$ cat src/design/i2c_master_transfer_sequencer_top_defines.svh
// Assertion macros shared by the I2C master transfer sequencer RTL.
`ifndef I2C_MASTER_TRANSFER_SEQUENCER_TOP_DEFINES_SVH
`define I2C_MASTER_TRANSFER_SEQUENCER_TOP_DEFINES_SVH

// Same-cycle implication, sampled on clk, off while arst_n is low.
`define I2CMTS_ASSERT_NOW(label, ante, cons, msg) \
	label: assert property (@(posedge clk) disable iff (!arst_n) (ante) |-> (cons)) \
		else $error(msg);

// Next-cycle implication, sampled on clk, off while arst_n is low.
`define I2CMTS_ASSERT_NEXT(label, ante, cons, msg) \
	label: assert property (@(posedge clk) disable iff (!arst_n) (ante) |=> (cons)) \
		else $error(msg);

`endif

$ cat src/design/i2cmts_pkg.sv
// Types and constants for the I2C master transfer sequencer.
`default_nettype none

package i2cmts_pkg;

	localparam int unsigned TX_DEPTH_DEF = 64;
	localparam int unsigned RX_MAX_DEF   = 255;

	typedef enum logic [1:0] {
		OP_LOAD  = 2'd0,
		OP_START = 2'd1,
		OP_EVENT = 2'd2,
		OP_NOP   = 2'd3
	} op_t;

	typedef enum logic [2:0] {
		ST_DONE    = 3'd0,
		ST_NAK     = 3'd1,
		ST_ARB     = 3'd2,
		ST_BUSERR  = 3'd3,
		ST_BUSY    = 3'd4,
		ST_ADDRNAK = 3'd5
	} xfer_status_t;

	// control register bits: start, stop, interrupt, ack
	localparam logic [3:0] CTL_ACK   = 4'b0001;
	localparam logic [3:0] CTL_INT   = 4'b0010;
	localparam logic [3:0] CTL_STOP  = 4'b0100;
	localparam logic [3:0] CTL_START = 4'b1000;
	localparam logic [3:0] CTL_ALL   = 4'b1111;

	// controller status codes, low three bits zero
	localparam logic [7:0] SC_BUS_ERR      = 8'h00;
	localparam logic [7:0] SC_START        = 8'h08;
	localparam logic [7:0] SC_RSTART       = 8'h10;
	localparam logic [7:0] SC_TX_ADDR_ACK  = 8'h18;
	localparam logic [7:0] SC_TX_ADDR_NACK = 8'h20;
	localparam logic [7:0] SC_TX_DATA_ACK  = 8'h28;
	localparam logic [7:0] SC_TX_DATA_NACK = 8'h30;
	localparam logic [7:0] SC_ARB_LOST     = 8'h38;
	localparam logic [7:0] SC_RX_ADDR_ACK  = 8'h40;
	localparam logic [7:0] SC_RX_ADDR_NACK = 8'h48;
	localparam logic [7:0] SC_RX_DATA_ACK  = 8'h50;
	localparam logic [7:0] SC_RX_DATA_NACK = 8'h58;

endpackage

`default_nettype wire

$ cat src/design/i2cmts_cmd_if.sv
// Command channel: loads, transfer starts and bus status events.
`default_nettype none

interface i2cmts_cmd_if;
	logic       valid;
	logic       ready;
	logic [1:0] op;
	logic [7:0] byte_in;
	logic [7:0] status_code;
	logic [6:0] slave_addr;
	logic [6:0] tx_count;
	logic [7:0] rx_count;

	modport source (
		output valid, op, byte_in, status_code, slave_addr, tx_count, rx_count,
		input  ready
	);
	modport sink (
		input  valid, op, byte_in, status_code, slave_addr, tx_count, rx_count,
		output ready
	);
endinterface

`default_nettype wire

$ cat src/design/i2cmts_rsp_if.sv
// Response channel: bus data, control masks, received byte and status.
`default_nettype none

interface i2cmts_rsp_if;
	logic       valid;
	logic       ready;
	logic       data_write;
	logic [7:0] data_out;
	logic [3:0] control_set;
	logic [3:0] control_clear;
	logic       rx_valid;
	logic [7:0] rx_byte;
	logic [2:0] xfer_status;
	logic       still_active;

	modport source (
		output valid, data_write, data_out, control_set, control_clear,
		       rx_valid, rx_byte, xfer_status, still_active,
		input  ready
	);
	modport sink (
		input  valid, data_write, data_out, control_set, control_clear,
		       rx_valid, rx_byte, xfer_status, still_active,
		output ready
	);
endinterface

`default_nettype wire

$ cat src/design/i2c_master_transfer_sequencer_top.sv
// I2C master transfer sequencer: top level with transmit byte memory.
//
// Steps one I2C master write, read or write-then-read transfer. Load transactions
// fill a TX_DEPTH-byte transmit memory; a start transaction latches the target
// address and byte counts (transmit count clipped to the bytes loaded, receive
// count clipped to RX_MAX) and reports busy; each status event transaction
// returns the next bus data byte, set/clear masks for the controller's start,
// stop, interrupt and ack bits, any received byte and the transfer status.
// Every command transaction yields exactly one response transaction. The block
// takes one transaction per clock while the response register is free or being
// taken; the response appears in the cycle after acceptance, since the transmit
// byte comes from a synchronous memory whose single read port is registered in
// the response stage. Counters and status sit in flops and are updated at the
// acceptance edge, so a byte loaded in one transaction is readable by the very
// next one. Transmit memory contents are undefined after reset; only loaded
// entries are ever read. When a transfer ends (stop requested or arbitration
// lost) the load and read indexes return to zero.
`default_nettype none

`include "i2c_master_transfer_sequencer_top_defines.svh"

module i2c_master_transfer_sequencer_top #(
	parameter int unsigned TX_DEPTH = i2cmts_pkg::TX_DEPTH_DEF,
	parameter int unsigned RX_MAX   = i2cmts_pkg::RX_MAX_DEF
) (
	input  wire           clk,
	input  wire           arst_n,
	i2cmts_cmd_if.sink    cmd,
	i2cmts_rsp_if.source  rsp
);
	import i2cmts_pkg::*;

	// index into the memory, and a counter that can also hold TX_DEPTH itself
	localparam int unsigned TX_IW = (TX_DEPTH > 1) ? $clog2(TX_DEPTH) : 1;
	localparam int unsigned TX_CW = $clog2(TX_DEPTH + 1);
	localparam int unsigned RX_W  = $clog2(RX_MAX + 1);

	// ---------------------------------------------------------------- state
	logic [7:0]       tx_mem [TX_DEPTH];
	logic [TX_CW-1:0] load_idx_q, rd_idx_q, tx_rem_q;
	logic [RX_W-1:0]  rx_rem_q;
	logic [6:0]       target_q;
	xfer_status_t     st_q;

	// response stage
	logic       v_s1;
	logic       dw_s1;
	logic       dsel_s1;      // data byte comes from the memory read
	logic [7:0] dout_s1;
	logic [7:0] rdata_s1;
	logic [3:0] cs_s1, cc_s1;
	logic       rv_s1;
	logic [7:0] rb_s1;
	logic [2:0] xs_s1;
	logic       act_s1;

	// ---------------------------------------------------------------- next state
	logic             acc;
	logic [7:0]       code;
	logic [TX_CW-1:0] load_nxt, rd_nxt, tx_rem_nxt;
	logic [RX_W-1:0]  rx_rem_nxt;
	logic [6:0]       target_nxt;
	xfer_status_t     st_nxt;
	logic [3:0]       keep;
	logic             wr_en, rd_en;
	logic             dw, dsel, rv, act, xfer_end;
	logic [7:0]       dout, rb;
	logic [3:0]       cs, cc;

	// response register frees up whenever the downstream side takes it
	assign cmd.ready = !v_s1 || rsp.ready;
	assign acc       = cmd.valid && cmd.ready;
	assign code      = {cmd.status_code[7:3], 3'b000};

	always_comb begin
		load_nxt   = load_idx_q;
		rd_nxt     = rd_idx_q;
		tx_rem_nxt = tx_rem_q;
		rx_rem_nxt = rx_rem_q;
		target_nxt = target_q;
		st_nxt     = st_q;
		keep       = CTL_ALL;
		wr_en      = 1'b0;
		rd_en      = 1'b0;
		dw         = 1'b0;
		dsel       = 1'b0;
		dout       = 8'h00;
		rv         = 1'b0;
		rb         = 8'h00;
		cs         = 4'h0;
		cc         = 4'h0;
		act        = (st_q == ST_BUSY);
		xfer_end   = 1'b0;

		case (op_t'(cmd.op))
			OP_LOAD: begin
				// loads past the end of the memory are dropped
				if (load_idx_q < TX_CW'(TX_DEPTH)) begin
					wr_en    = 1'b1;
					load_nxt = load_idx_q + TX_CW'(1);
				end
			end
			OP_START: begin
				if (st_q != ST_BUSY) begin
					target_nxt = cmd.slave_addr;
					tx_rem_nxt = (32'(cmd.tx_count) < 32'(load_idx_q)) ?
						TX_CW'(cmd.tx_count) : load_idx_q;
					rx_rem_nxt = (32'(cmd.rx_count) < 32'(RX_MAX)) ?
						RX_W'(cmd.rx_count) : RX_W'(RX_MAX);
					rd_nxt     = '0;
					st_nxt     = ST_BUSY;
					cs         = CTL_START;
				end
				act = 1'b1;
			end
			OP_EVENT: begin
				if (st_q != ST_BUSY) begin
					cc  = CTL_ALL & ~CTL_STOP;
					act = 1'b0;
				end else begin
					case (code)
						SC_START, SC_RSTART: begin
							// address byte, read bit set when nothing left to send
							dw   = 1'b1;
							dout = {target_q, (tx_rem_q == '0)};
						end
						SC_TX_ADDR_ACK, SC_TX_DATA_ACK: begin
							if (tx_rem_q == '0) begin
								// writes done: repeated start for a read, else stop
								keep = keep & ~((rx_rem_q != '0) ? CTL_START : CTL_STOP);
							end else begin
								dw         = 1'b1;
								dsel       = 1'b1;
								rd_en      = 1'b1;
								rd_nxt     = rd_idx_q + TX_CW'(1);
								tx_rem_nxt = tx_rem_q - TX_CW'(1);
							end
						end
						SC_RX_DATA_NACK, SC_RX_DATA_ACK, SC_RX_ADDR_ACK: begin
							if (code == SC_RX_DATA_NACK) begin
								keep = keep & ~CTL_STOP;
							end
							if (code != SC_RX_ADDR_ACK) begin
								rv = 1'b1;
								rb = cmd.byte_in;
								if (rx_rem_q != '0) begin
									rx_rem_nxt = rx_rem_q - RX_W'(1);
								end
							end
							// ack all but the last byte
							if (rx_rem_nxt > RX_W'(1)) begin
								keep = keep & ~CTL_ACK;
							end
						end
						SC_TX_ADDR_NACK, SC_RX_ADDR_NACK: begin
							st_nxt = ST_ADDRNAK;
							keep   = keep & ~CTL_STOP;
						end
						SC_TX_DATA_NACK: begin
							st_nxt = ST_NAK;
							keep   = keep & ~CTL_STOP;
						end
						SC_ARB_LOST: begin
							st_nxt = ST_ARB;
						end
						SC_BUS_ERR: begin
							st_nxt = ST_BUSERR;
							keep   = keep & ~CTL_STOP;
						end
						default: begin
						end
					endcase

					act = 1'b1;
					if (!keep[2] || st_nxt == ST_ARB) begin
						xfer_end = 1'b1;
						if (st_nxt == ST_BUSY) begin
							st_nxt = ST_DONE;
						end
						act      = 1'b0;
						load_nxt = '0;
						rd_nxt   = '0;
					end
					cs = ~keep;
					cc = keep & ~CTL_STOP;
				end
			end
			default: begin
			end
		endcase
	end

	// ---------------------------------------------------------------- registers
	always_ff @(posedge clk or negedge arst_n) begin
		if (!arst_n) begin
			load_idx_q <= '0;
			rd_idx_q   <= '0;
			tx_rem_q   <= '0;
			rx_rem_q   <= '0;
			target_q   <= '0;
			st_q       <= ST_DONE;
		end else if (acc) begin
			load_idx_q <= load_nxt;
			rd_idx_q   <= rd_nxt;
			tx_rem_q   <= tx_rem_nxt;
			rx_rem_q   <= rx_rem_nxt;
			target_q   <= target_nxt;
			st_q       <= st_nxt;
		end
	end

	// transmit memory: one write port, one registered read port
	always_ff @(posedge clk) begin
		if (acc && wr_en) begin
			tx_mem[load_idx_q[TX_IW-1:0]] <= cmd.byte_in;
		end
	end

	always_ff @(posedge clk) begin
		if (acc && rd_en) begin
			rdata_s1 <= tx_mem[rd_idx_q[TX_IW-1:0]];
		end
	end

	always_ff @(posedge clk or negedge arst_n) begin
		if (!arst_n) begin
			v_s1 <= 1'b0;
		end else if (cmd.ready) begin
			v_s1 <= cmd.valid;
		end
	end

	always_ff @(posedge clk) begin
		if (acc) begin
			dw_s1   <= dw;
			dsel_s1 <= dsel;
			dout_s1 <= dout;
			cs_s1   <= cs;
			cc_s1   <= cc;
			rv_s1   <= rv;
			rb_s1   <= rb;
			xs_s1   <= st_nxt;
			act_s1  <= act;
		end
	end

	// ---------------------------------------------------------------- response
	assign rsp.valid         = v_s1;
	assign rsp.data_write    = dw_s1;
	assign rsp.data_out      = dsel_s1 ? rdata_s1 : dout_s1;
	assign rsp.control_set   = cs_s1;
	assign rsp.control_clear = cc_s1;
	assign rsp.rx_valid      = rv_s1;
	assign rsp.rx_byte       = rb_s1;
	assign rsp.xfer_status   = xs_s1;
	assign rsp.still_active  = act_s1;

	// ---------------------------------------------------------------- checks
	`I2CMTS_ASSERT_NOW(a_load_in_range, 1'b1, 32'(load_idx_q) <= 32'(TX_DEPTH), "load index past memory depth")
	`I2CMTS_ASSERT_NOW(a_read_loaded, acc && rd_en, rd_idx_q < load_idx_q, "read of a transmit byte never loaded")
	`I2CMTS_ASSERT_NEXT(a_end_clears, acc && xfer_end, load_idx_q == '0 && rd_idx_q == '0 && st_q != ST_BUSY, "transfer end left indexes or busy status")
	`I2CMTS_ASSERT_NEXT(a_resp_held, v_s1 && !rsp.ready, v_s1, "pending response dropped")

endmodule

`default_nettype wire
$ cat src/flat_wrapper.sv
// flat-port wrapper written by rule: the top's interface ports become plain ports
module i2c_master_transfer_sequencer_top_flat import i2cmts_pkg::*;
#(
	parameter int unsigned TX_DEPTH = i2cmts_pkg::TX_DEPTH_DEF,
	parameter int unsigned RX_MAX   = i2cmts_pkg::RX_MAX_DEF
)
  (clk, arst_n, cmd_valid, cmd_op, cmd_byte_in, cmd_status_code, cmd_slave_addr, cmd_tx_count, cmd_rx_count, cmd_ready, rsp_valid, rsp_data_write, rsp_data_out, rsp_control_set, rsp_control_clear, rsp_rx_valid, rsp_rx_byte, rsp_xfer_status, rsp_still_active, rsp_ready);
  i2cmts_cmd_if cmd_i ();
  i2cmts_rsp_if rsp_i ();
  input  wire clk;
  input  wire arst_n;
  input wire logic [$bits(cmd_i.valid)-1:0] cmd_valid;
  input wire logic [$bits(cmd_i.op)-1:0] cmd_op;
  input wire logic [$bits(cmd_i.byte_in)-1:0] cmd_byte_in;
  input wire logic [$bits(cmd_i.status_code)-1:0] cmd_status_code;
  input wire logic [$bits(cmd_i.slave_addr)-1:0] cmd_slave_addr;
  input wire logic [$bits(cmd_i.tx_count)-1:0] cmd_tx_count;
  input wire logic [$bits(cmd_i.rx_count)-1:0] cmd_rx_count;
  output wire logic [$bits(cmd_i.ready)-1:0] cmd_ready;
  output wire logic [$bits(rsp_i.valid)-1:0] rsp_valid;
  output wire logic [$bits(rsp_i.data_write)-1:0] rsp_data_write;
  output wire logic [$bits(rsp_i.data_out)-1:0] rsp_data_out;
  output wire logic [$bits(rsp_i.control_set)-1:0] rsp_control_set;
  output wire logic [$bits(rsp_i.control_clear)-1:0] rsp_control_clear;
  output wire logic [$bits(rsp_i.rx_valid)-1:0] rsp_rx_valid;
  output wire logic [$bits(rsp_i.rx_byte)-1:0] rsp_rx_byte;
  output wire logic [$bits(rsp_i.xfer_status)-1:0] rsp_xfer_status;
  output wire logic [$bits(rsp_i.still_active)-1:0] rsp_still_active;
  input wire logic [$bits(rsp_i.ready)-1:0] rsp_ready;
  assign cmd_i.valid = cmd_valid;
  assign cmd_i.op = cmd_op;
  assign cmd_i.byte_in = cmd_byte_in;
  assign cmd_i.status_code = cmd_status_code;
  assign cmd_i.slave_addr = cmd_slave_addr;
  assign cmd_i.tx_count = cmd_tx_count;
  assign cmd_i.rx_count = cmd_rx_count;
  assign cmd_ready = cmd_i.ready;
  assign rsp_valid = rsp_i.valid;
  assign rsp_data_write = rsp_i.data_write;
  assign rsp_data_out = rsp_i.data_out;
  assign rsp_control_set = rsp_i.control_set;
  assign rsp_control_clear = rsp_i.control_clear;
  assign rsp_rx_valid = rsp_i.rx_valid;
  assign rsp_rx_byte = rsp_i.rx_byte;
  assign rsp_xfer_status = rsp_i.xfer_status;
  assign rsp_still_active = rsp_i.still_active;
  assign rsp_i.ready = rsp_ready;
  i2c_master_transfer_sequencer_top #(.TX_DEPTH(TX_DEPTH), .RX_MAX(RX_MAX)) u_core (.clk(clk), .arst_n(arst_n), .cmd(cmd_i), .rsp(rsp_i));
endmodule
$ cat config.mk
export PLATFORM = sky130hd
export DESIGN_NAME = i2c_master_transfer_sequencer_top_flat
export DESIGN_NICKNAME = d
export VERILOG_FILES = /design/src/design/i2cmts_pkg.sv /design/src/design/i2cmts_cmd_if.sv /design/src/design/i2cmts_rsp_if.sv /design/src/design/i2c_master_transfer_sequencer_top.sv /design/src/flat_wrapper.sv
export VERILOG_INCLUDE_DIRS = /design/src /design/src/design
export SDC_FILE = /design/constraint.sdc
export NUM_CORES = 1
export LEC_CHECK = 0
export BUFFER_PORTS_ARGS = -buffer_cell sky130_fd_sc_hd__buf_2
export CAP_MARGIN = 5
export CORE_MARGIN = 3
export CORE_UTILIZATION = 41
export CTS_CLUSTER_DIAMETER = 120
export CTS_CLUSTER_SIZE = 16
export DETAILED_ROUTE_END_ITERATION = 6
export PLACE_DENSITY = 0.68
export RECOVER_POWER = 50
export REMOVE_ABC_BUFFERS = 1
export SKIP_LAST_GASP = 1
export SLEW_MARGIN = 20
export SYNTH_ARGS = -nofsm -noshare
export SYNTH_HDL_FRONTEND = slang
export SYNTH_SLANG_ARGS = --single-unit
$ cat constraint.sdc
create_clock -name clk -period 3.7 [get_ports clk]
set_input_delay 0.74 -clock clk [delete_from_list [all_inputs] [get_ports clk]]
set_output_delay 0.74 -clock clk [all_outputs]
set_load 0.02 [all_outputs]
# Word level (Yosys, flattened, before mapping)
# Memory sizes are Yosys's and may differ from the RTL's. A register that Yosys moved wholly into a read port is not among the register bits.
# Cells that the tools add are included.
[classes]
order_cmp = 4
add_sub_neg = 4
mux = 59
reduce_logical = 27
bitwise_logic = 6
n_eq_ne = 27
[op_table]
columns = ["operator", "n"]
rows = [
  ["$mux 7", 13],
  ["$mux 8", 10],
  ["$pmux 7 s2", 3],
  ["$mux 4", 7],
  ["$mux 3", 7],
  ["$eq 5x3->1 const B", 4],
  ["$eq 5x4->1 const B", 4],
  ["$pmux 8 s2", 1],
  ["$add 7x1->7 const B", 2],
  ["$mux 1", 12],
  ["$pmux 3 s4", 1],
  ["$pmux 4 s3", 1],
  ["$reduce_and 6->1", 2],
  ["$eq 5x2->1 const B", 2],
  ["$reduce_and 5->1", 2],
  ["$reduce_or 3->1", 3],
  ["$gt 8x1->1 const B", 1],
  ["$logic_not 8->1", 1],
  ["$lt 8x8->1 const B", 1],
  ["$ne 2x2->1 const B", 4],
  ["$not 4->4", 2],
  ["$pmux 4 s2", 1],
  ["$reduce_bool 8->1", 1],
  ["$reduce_or 2->1", 4],
  ["24 further kinds", 38],
]
[totals]
output_inout_bits = 32
regBits = 71
ram_bits = 512
n_memories = 1
elab_cells = 144
[mem_list]
columns = ["name", "depth", "width", "rd", "rd_clocked_by_memory_dff", "write_ports", "line_no", "text"]
rows = [
  ["u_core.tx_mem", 64, 8, 1, 1, 1, "i2c_master_transfer_sequencer_top.sv:39", "logic [7:0] tx_mem [TX_DEPTH];"],
]

# Depth between registers and ports, before layout
[depth]
ltp_word = 16
depth_mapped = 10

# Least setup slack after synthesis
# No wires, ideal clock.
[synth_timing]
path_type = "input to register"
startpoint = "in rsp_ready"
endpoint = "mem u_core.tx_mem[57][0], enable pin"
cell_stages = 6
arrival_ns = 3.240
n_path_buf = 1
setup_slack_ns = 0.090
path_cell_list = "nand2b_1 -> and2_1 -> clkbuf_1 -> and3_1 -> nand3_1 -> nor2_1"
[synth_via]
elab_chain_cells = 5
[synth_lines]
columns = ["item", "line_no", "text"]
rows = [
  ["start: declaration", "flat_wrapper.sv:29", "input wire logic [$bits(rsp_i.ready)-1:0] rsp_ready;"],
  ["$logic_or 1x1->1", "i2c_master_transfer_sequencer_top.sv:71", "assign cmd.ready = !v_s1 || rsp.ready;"],
  ["$logic_and 1x1->1", "i2c_master_transfer_sequencer_top.sv:72", "assign acc = cmd.valid && cmd.ready;"],
  ["named net u_core.acc", "i2c_master_transfer_sequencer_top.sv:58", "logic acc;"],
  ["$logic_and 1x1->1", "i2c_master_transfer_sequencer_top.sv:214", "if (acc && wr_en) begin"],
  ["$mux 1", "i2c_master_transfer_sequencer_top.sv:214", ""],
  ["$mux 1 (not written as such)", "i2c_master_transfer_sequencer_top.sv:215", "tx_mem[load_idx_q[TX_IW-1:0]] <= cmd.byte_in;"],
  ["end: declaration", "i2c_master_transfer_sequencer_top.sv:39", ""],
]
# The timed path passes the listed nets, and every way through them passes these cells.

# Worst setup path in the final report
[layout_timing]
startpoint = "in cmd_byte_in[4]"
endpoint = "mem u_core.tx_mem[42][4] (data pin)"
[layout_lines]
columns = ["item", "line_no", "text"]
rows = [
  ["start: declaration", "flat_wrapper.sv:14", "input wire logic [$bits(cmd_i.byte_in)-1:0] cmd_byte_in;"],
]
# Straight into the memory's write port.

==> flow_metrics.env <==
export IMPL_outcome="complete, but fails checks"
export IMPL_violations="DRC, capacitance limit, slew limit"
export IMPL_synth_enable_flop_cells=549
export IMPL_hold_violations=0
export IMPL_die_width_um=248
export IMPL_path_cells="clkbuf_1 -> clkbuf_1"
export IMPL_flow_area_growth_from_synthesis_pct=11.9
export IMPL_worst_path_stages=2
export IMPL_die_height_um=248
export IMPL_via_count=12800
export IMPL_worst_path_buf_inv=2
export IMPL_multiInputGateArea_um2=6050
export IMPL_drtAntennaViolNets=0
export IMPL_post_route_period_util=0.818
export IMPL_worst_hold_path_num_cells=2
export IMPL_leakagePower_uw=0.00867
export IMPL_post_layout_utilization_of_the_core=0.469
export IMPL_yosysWarningCount=0
export IMPL_count_of_unique_library_cells_instantiated_by_yosys=68
export IMPL_setup_buffers_after_cts=0
export IMPL_drt_pre_antenna_iters=7
export IMPL_critical_path_peak_fanout=46
export IMPL_cts_sink_count=588
export IMPL_buffer_ports_inserted=70
export IMPL_globalplace_congestion=0.875
export IMPL_detail_route_vias_per_cell=5.79
export IMPL_main_combinational_cell_family_by_area_after_synthesis="multiplexers"
export IMPL_yosysSeqAreaShare=0.730
export IMPL_placement_setup_worst_slack_ns=0.598
export IMPL_worst_r2r_cell_count=5
export IMPL_cp_top_family="buffers and inverters"
export IMPL_finalSetupViolCount=0
export IMPL_synth_area_leader_cell="edfxtp_1"
export IMPL_layout_nets=1493
export IMPL_area_of_all_sequential_standard_cells_um2=17500
export IMPL_rsz0062_at_grt="no"
export IMPL_complex_gate_fraction_of_the_synthesized_area=0.0576
export IMPL_startpoint_class="input pin"
export IMPL_number_of_global_route_vias_before_repair=12700
export IMPL_timing_fmax_mhz=330
export IMPL_timing_setup_tns_ns=0
export IMPL_die_ar_um2=61300
export IMPL_avgSynthCellArea_um2=18.3
export IMPL_max_stage_delay_ns=1.70
export IMPL_grt_overflow_total=0
export IMPL_yosysMostFrequentCell="edfxtp_1"
export IMPL_core_um2=57000
export IMPL_slew_headroom=-1.07
export IMPL_syn_cell_area_um2=23900
export IMPL_global_route_wire_length_before_repair_um=79800
export IMPL_power_per_cell_area_nw_per_um2=547
export IMPL_worst_endpoint_required_ns=3.95
export IMPL_antenna_cells_inserted=0
export IMPL_wl_um=53500
export IMPL_worstMarginPinSlew_ns=3.11
export IMPL_stdcell_area_um2=26800
export IMPL_initial_core_util=0.419
export IMPL_dp_hpwl_um=33600
export IMPL_final_number_of_max_transition_violations=476
export IMPL_synth_common_cells="edfxtp_1 (549), mux4_2 (128), nor2_1 (97), nand2_1 (52), clkbuf_1 (47)"
export IMPL_grt_max_degree=66
export IMPL_final_fill_count=4786
export IMPL_top_flip_flop_cell_by_instance_count_after_synthesis="edfxtp_1"
export IMPL_cts_tree="yes"
export IMPL_synth_top_cell_area_share=0.689
export IMPL_clockRootBuffer="clkbuf_16"
export IMPL_postLayoutSetupSlackWorst_ns=0.674
export IMPL_worstSetupEndpointType="register"
export IMPL_grt_util_all_layers=0.175
export IMPL_synthesized_area_fraction_occupied_by_adder_cells=0.00784
export IMPL_post_cts_hold_buffer_count=0
export IMPL_grt_antenna_before_repair=0
export IMPL_synth_ff_latch_count=588
export IMPL_synthSimpleGateAreaFrac=0.0518
export IMPL_post_synth_mux_area_share=0.134
export IMPL_post_synth_inst_count=1307
export IMPL_critPathSlowestCell="clkbuf_1"
export IMPL_worst_hold_path_type="input pin to register"
export IMPL_postSynth_asyncResetShare=0.0663
export IMPL_layout_drive_gt1_share=0.231
export IMPL_clk_pin_slew_ns=0.07
export IMPL_criticalPathCategory="input pin to register"
export IMPL_post_cts_resized_instances=0
export IMPL_drt_first_iter_violations=1427
export IMPL_vdd_ir_drop_max_uv=389
export IMPL_final_setup_skew_ns=0.0183
export IMPL_drcViolationCount=2
export IMPL_cts_htree_levels=2
export IMPL_core_rowCount=87
export IMPL_wire_per_inst_um=24.3
export IMPL_period_minus_slack_ns=3.03
export IMPL_max_cap_violations=10
export IMPL_ios=76
export IMPL_clock_latency_ns=0.59
export IMPL_clockBufferDepth=3
export IMPL_cts_made_buffers=42
export IMPL_worst_ep_arrival_ns=3.27
export IMPL_synth_area_top_cells="edfxtp_1 (69%), mux4_2 (12%), dfrtp_1 (4.1%)"
export IMPL_design_power_total_uw=14600
export IMPL_synth_xor_xnor_area_share=0.000366
export IMPL_crit_path_frequent_cell="clkbuf_1"
export IMPL_placement_cell_area_um2=25600
## area by class of cell
| type | instances | area share |
|---|---|---|
| Timing Repair Buffer | 160 | 0.0386 |
| Sequential cell | 588 | 0.653 |
| Multi-Input combinational cell | 620 | 0.226 |
| Inverter | 22 | 0.00308 |
| Tap cell | 756 | 0.0353 |
| Clock inverter | 3 | 0.00220 |
| Clock buffer | 57 | 0.0422 |
## power by group
| group | switching (uW) | leakage (uW) | internal (uW) |
|---|---|---|---|
| clock | 2140 | 0.000575 | 2200 |
| combinational | 1530 | 0.00268 | 1100 |
| sequential | 207 | 0.00542 | 7470 |
| total | 3870 | 0.00867 | 10800 |
## cells by family after synthesis
| group | Yosys count |
|---|---|
| buffers and inverters | 100 |
| adder cells (fa/ha/maj) | 15 |
| flip-flops | 588 |
| other | 1 |
| multiplexers | 159 |
| AO/OA/AOI/OAI | 184 |
| AND/OR/NAND/NOR | 259 |
| XOR/XNOR | 1 |
## sequential cells by signal, summed over array words and instances, names as in the netlist, 3 cells and up
name	cells
u_core.rd_idx_q	6
u_core.dout_s1	8
u_core.rx_rem_q	8
u_core.tx_mem	512
u_core.rsp.xfer_status	3
u_core.target_q	7
u_core.load_idx_q	7
u_core.st_q	3
u_core.rdata_s1	8
u_core.rsp.rx_byte	8
u_core.tx_rem_q	7
u_core.rsp.control_clear	3
u_core.rsp.control_set	3
## final timing paths
check                                    from              endpoint  slack (ns)
max                            cmd_byte_in[4]  u_core.tx_mem[42][4]        0.67
min                         cmd_slave_addr[4]    u_core.target_q[4]        0.40
max reg2reg                u_core.rd_idx_q[0]    u_core.rdata_s1[2]        0.70
min reg2reg                u_core.target_q[5]    u_core.target_q[5]        0.51
max in group asynchronous              arst_n    u_core.rd_idx_q[2]        1.27
min in group asynchronous              arst_n    u_core.rx_rem_q[0]        0.82
## placed cells by master (no fill, tap or decap), types with 5 or more instances in the layout
cell	n
nor2_1	95
dfrtp_1	37
nand2_1	52
mux4_2	128
buf_2	43
a221oi_1	19
buf_4	79
o221ai_1	9
nand4_1	10
a31oi_1	11
ha_1	15
inv_1	21
nand3_1	21
o21ai_0	14
clkbuf_1	47
nor3_1	18
nand2b_1	6
a21oi_1	18
mux2i_1	13
edfxtp_1	549
a22oi_1	41
and2_1	17
buf_12	5
o21a_1	5
nor2b_1	6
o31ai_1	5
a22o_1	18
mux2_2	18
a21o_1	8
clkbuf_16	43
or3_1	5
## metrics by stage
step                hold slack, ns  instances
floorplan                    0.444       1230
global placement             0.485       2146
detailed placement           0.487       2146
CTS                          0.304       2206
global route                 0.392       2206
finish                       0.397       2206
## worst register-to-register path, delay by kind of cell, from the launching register on
kind            cells  cell delay (ns)
mux                 1             0.58
compound gates      3             1.15
buf+inv             1             0.43
flops               1             0.52
## per-layer routing
metal  vias up  part of all wire  track usage
met3        96             0.080       0.0331
li1       5571                 -            -
met5         -                 0            0
met2       513              0.47        0.275
met1      6587              0.42        0.249
met4         0             0.029       0.0561
Power figures use the tool's default switching activity.
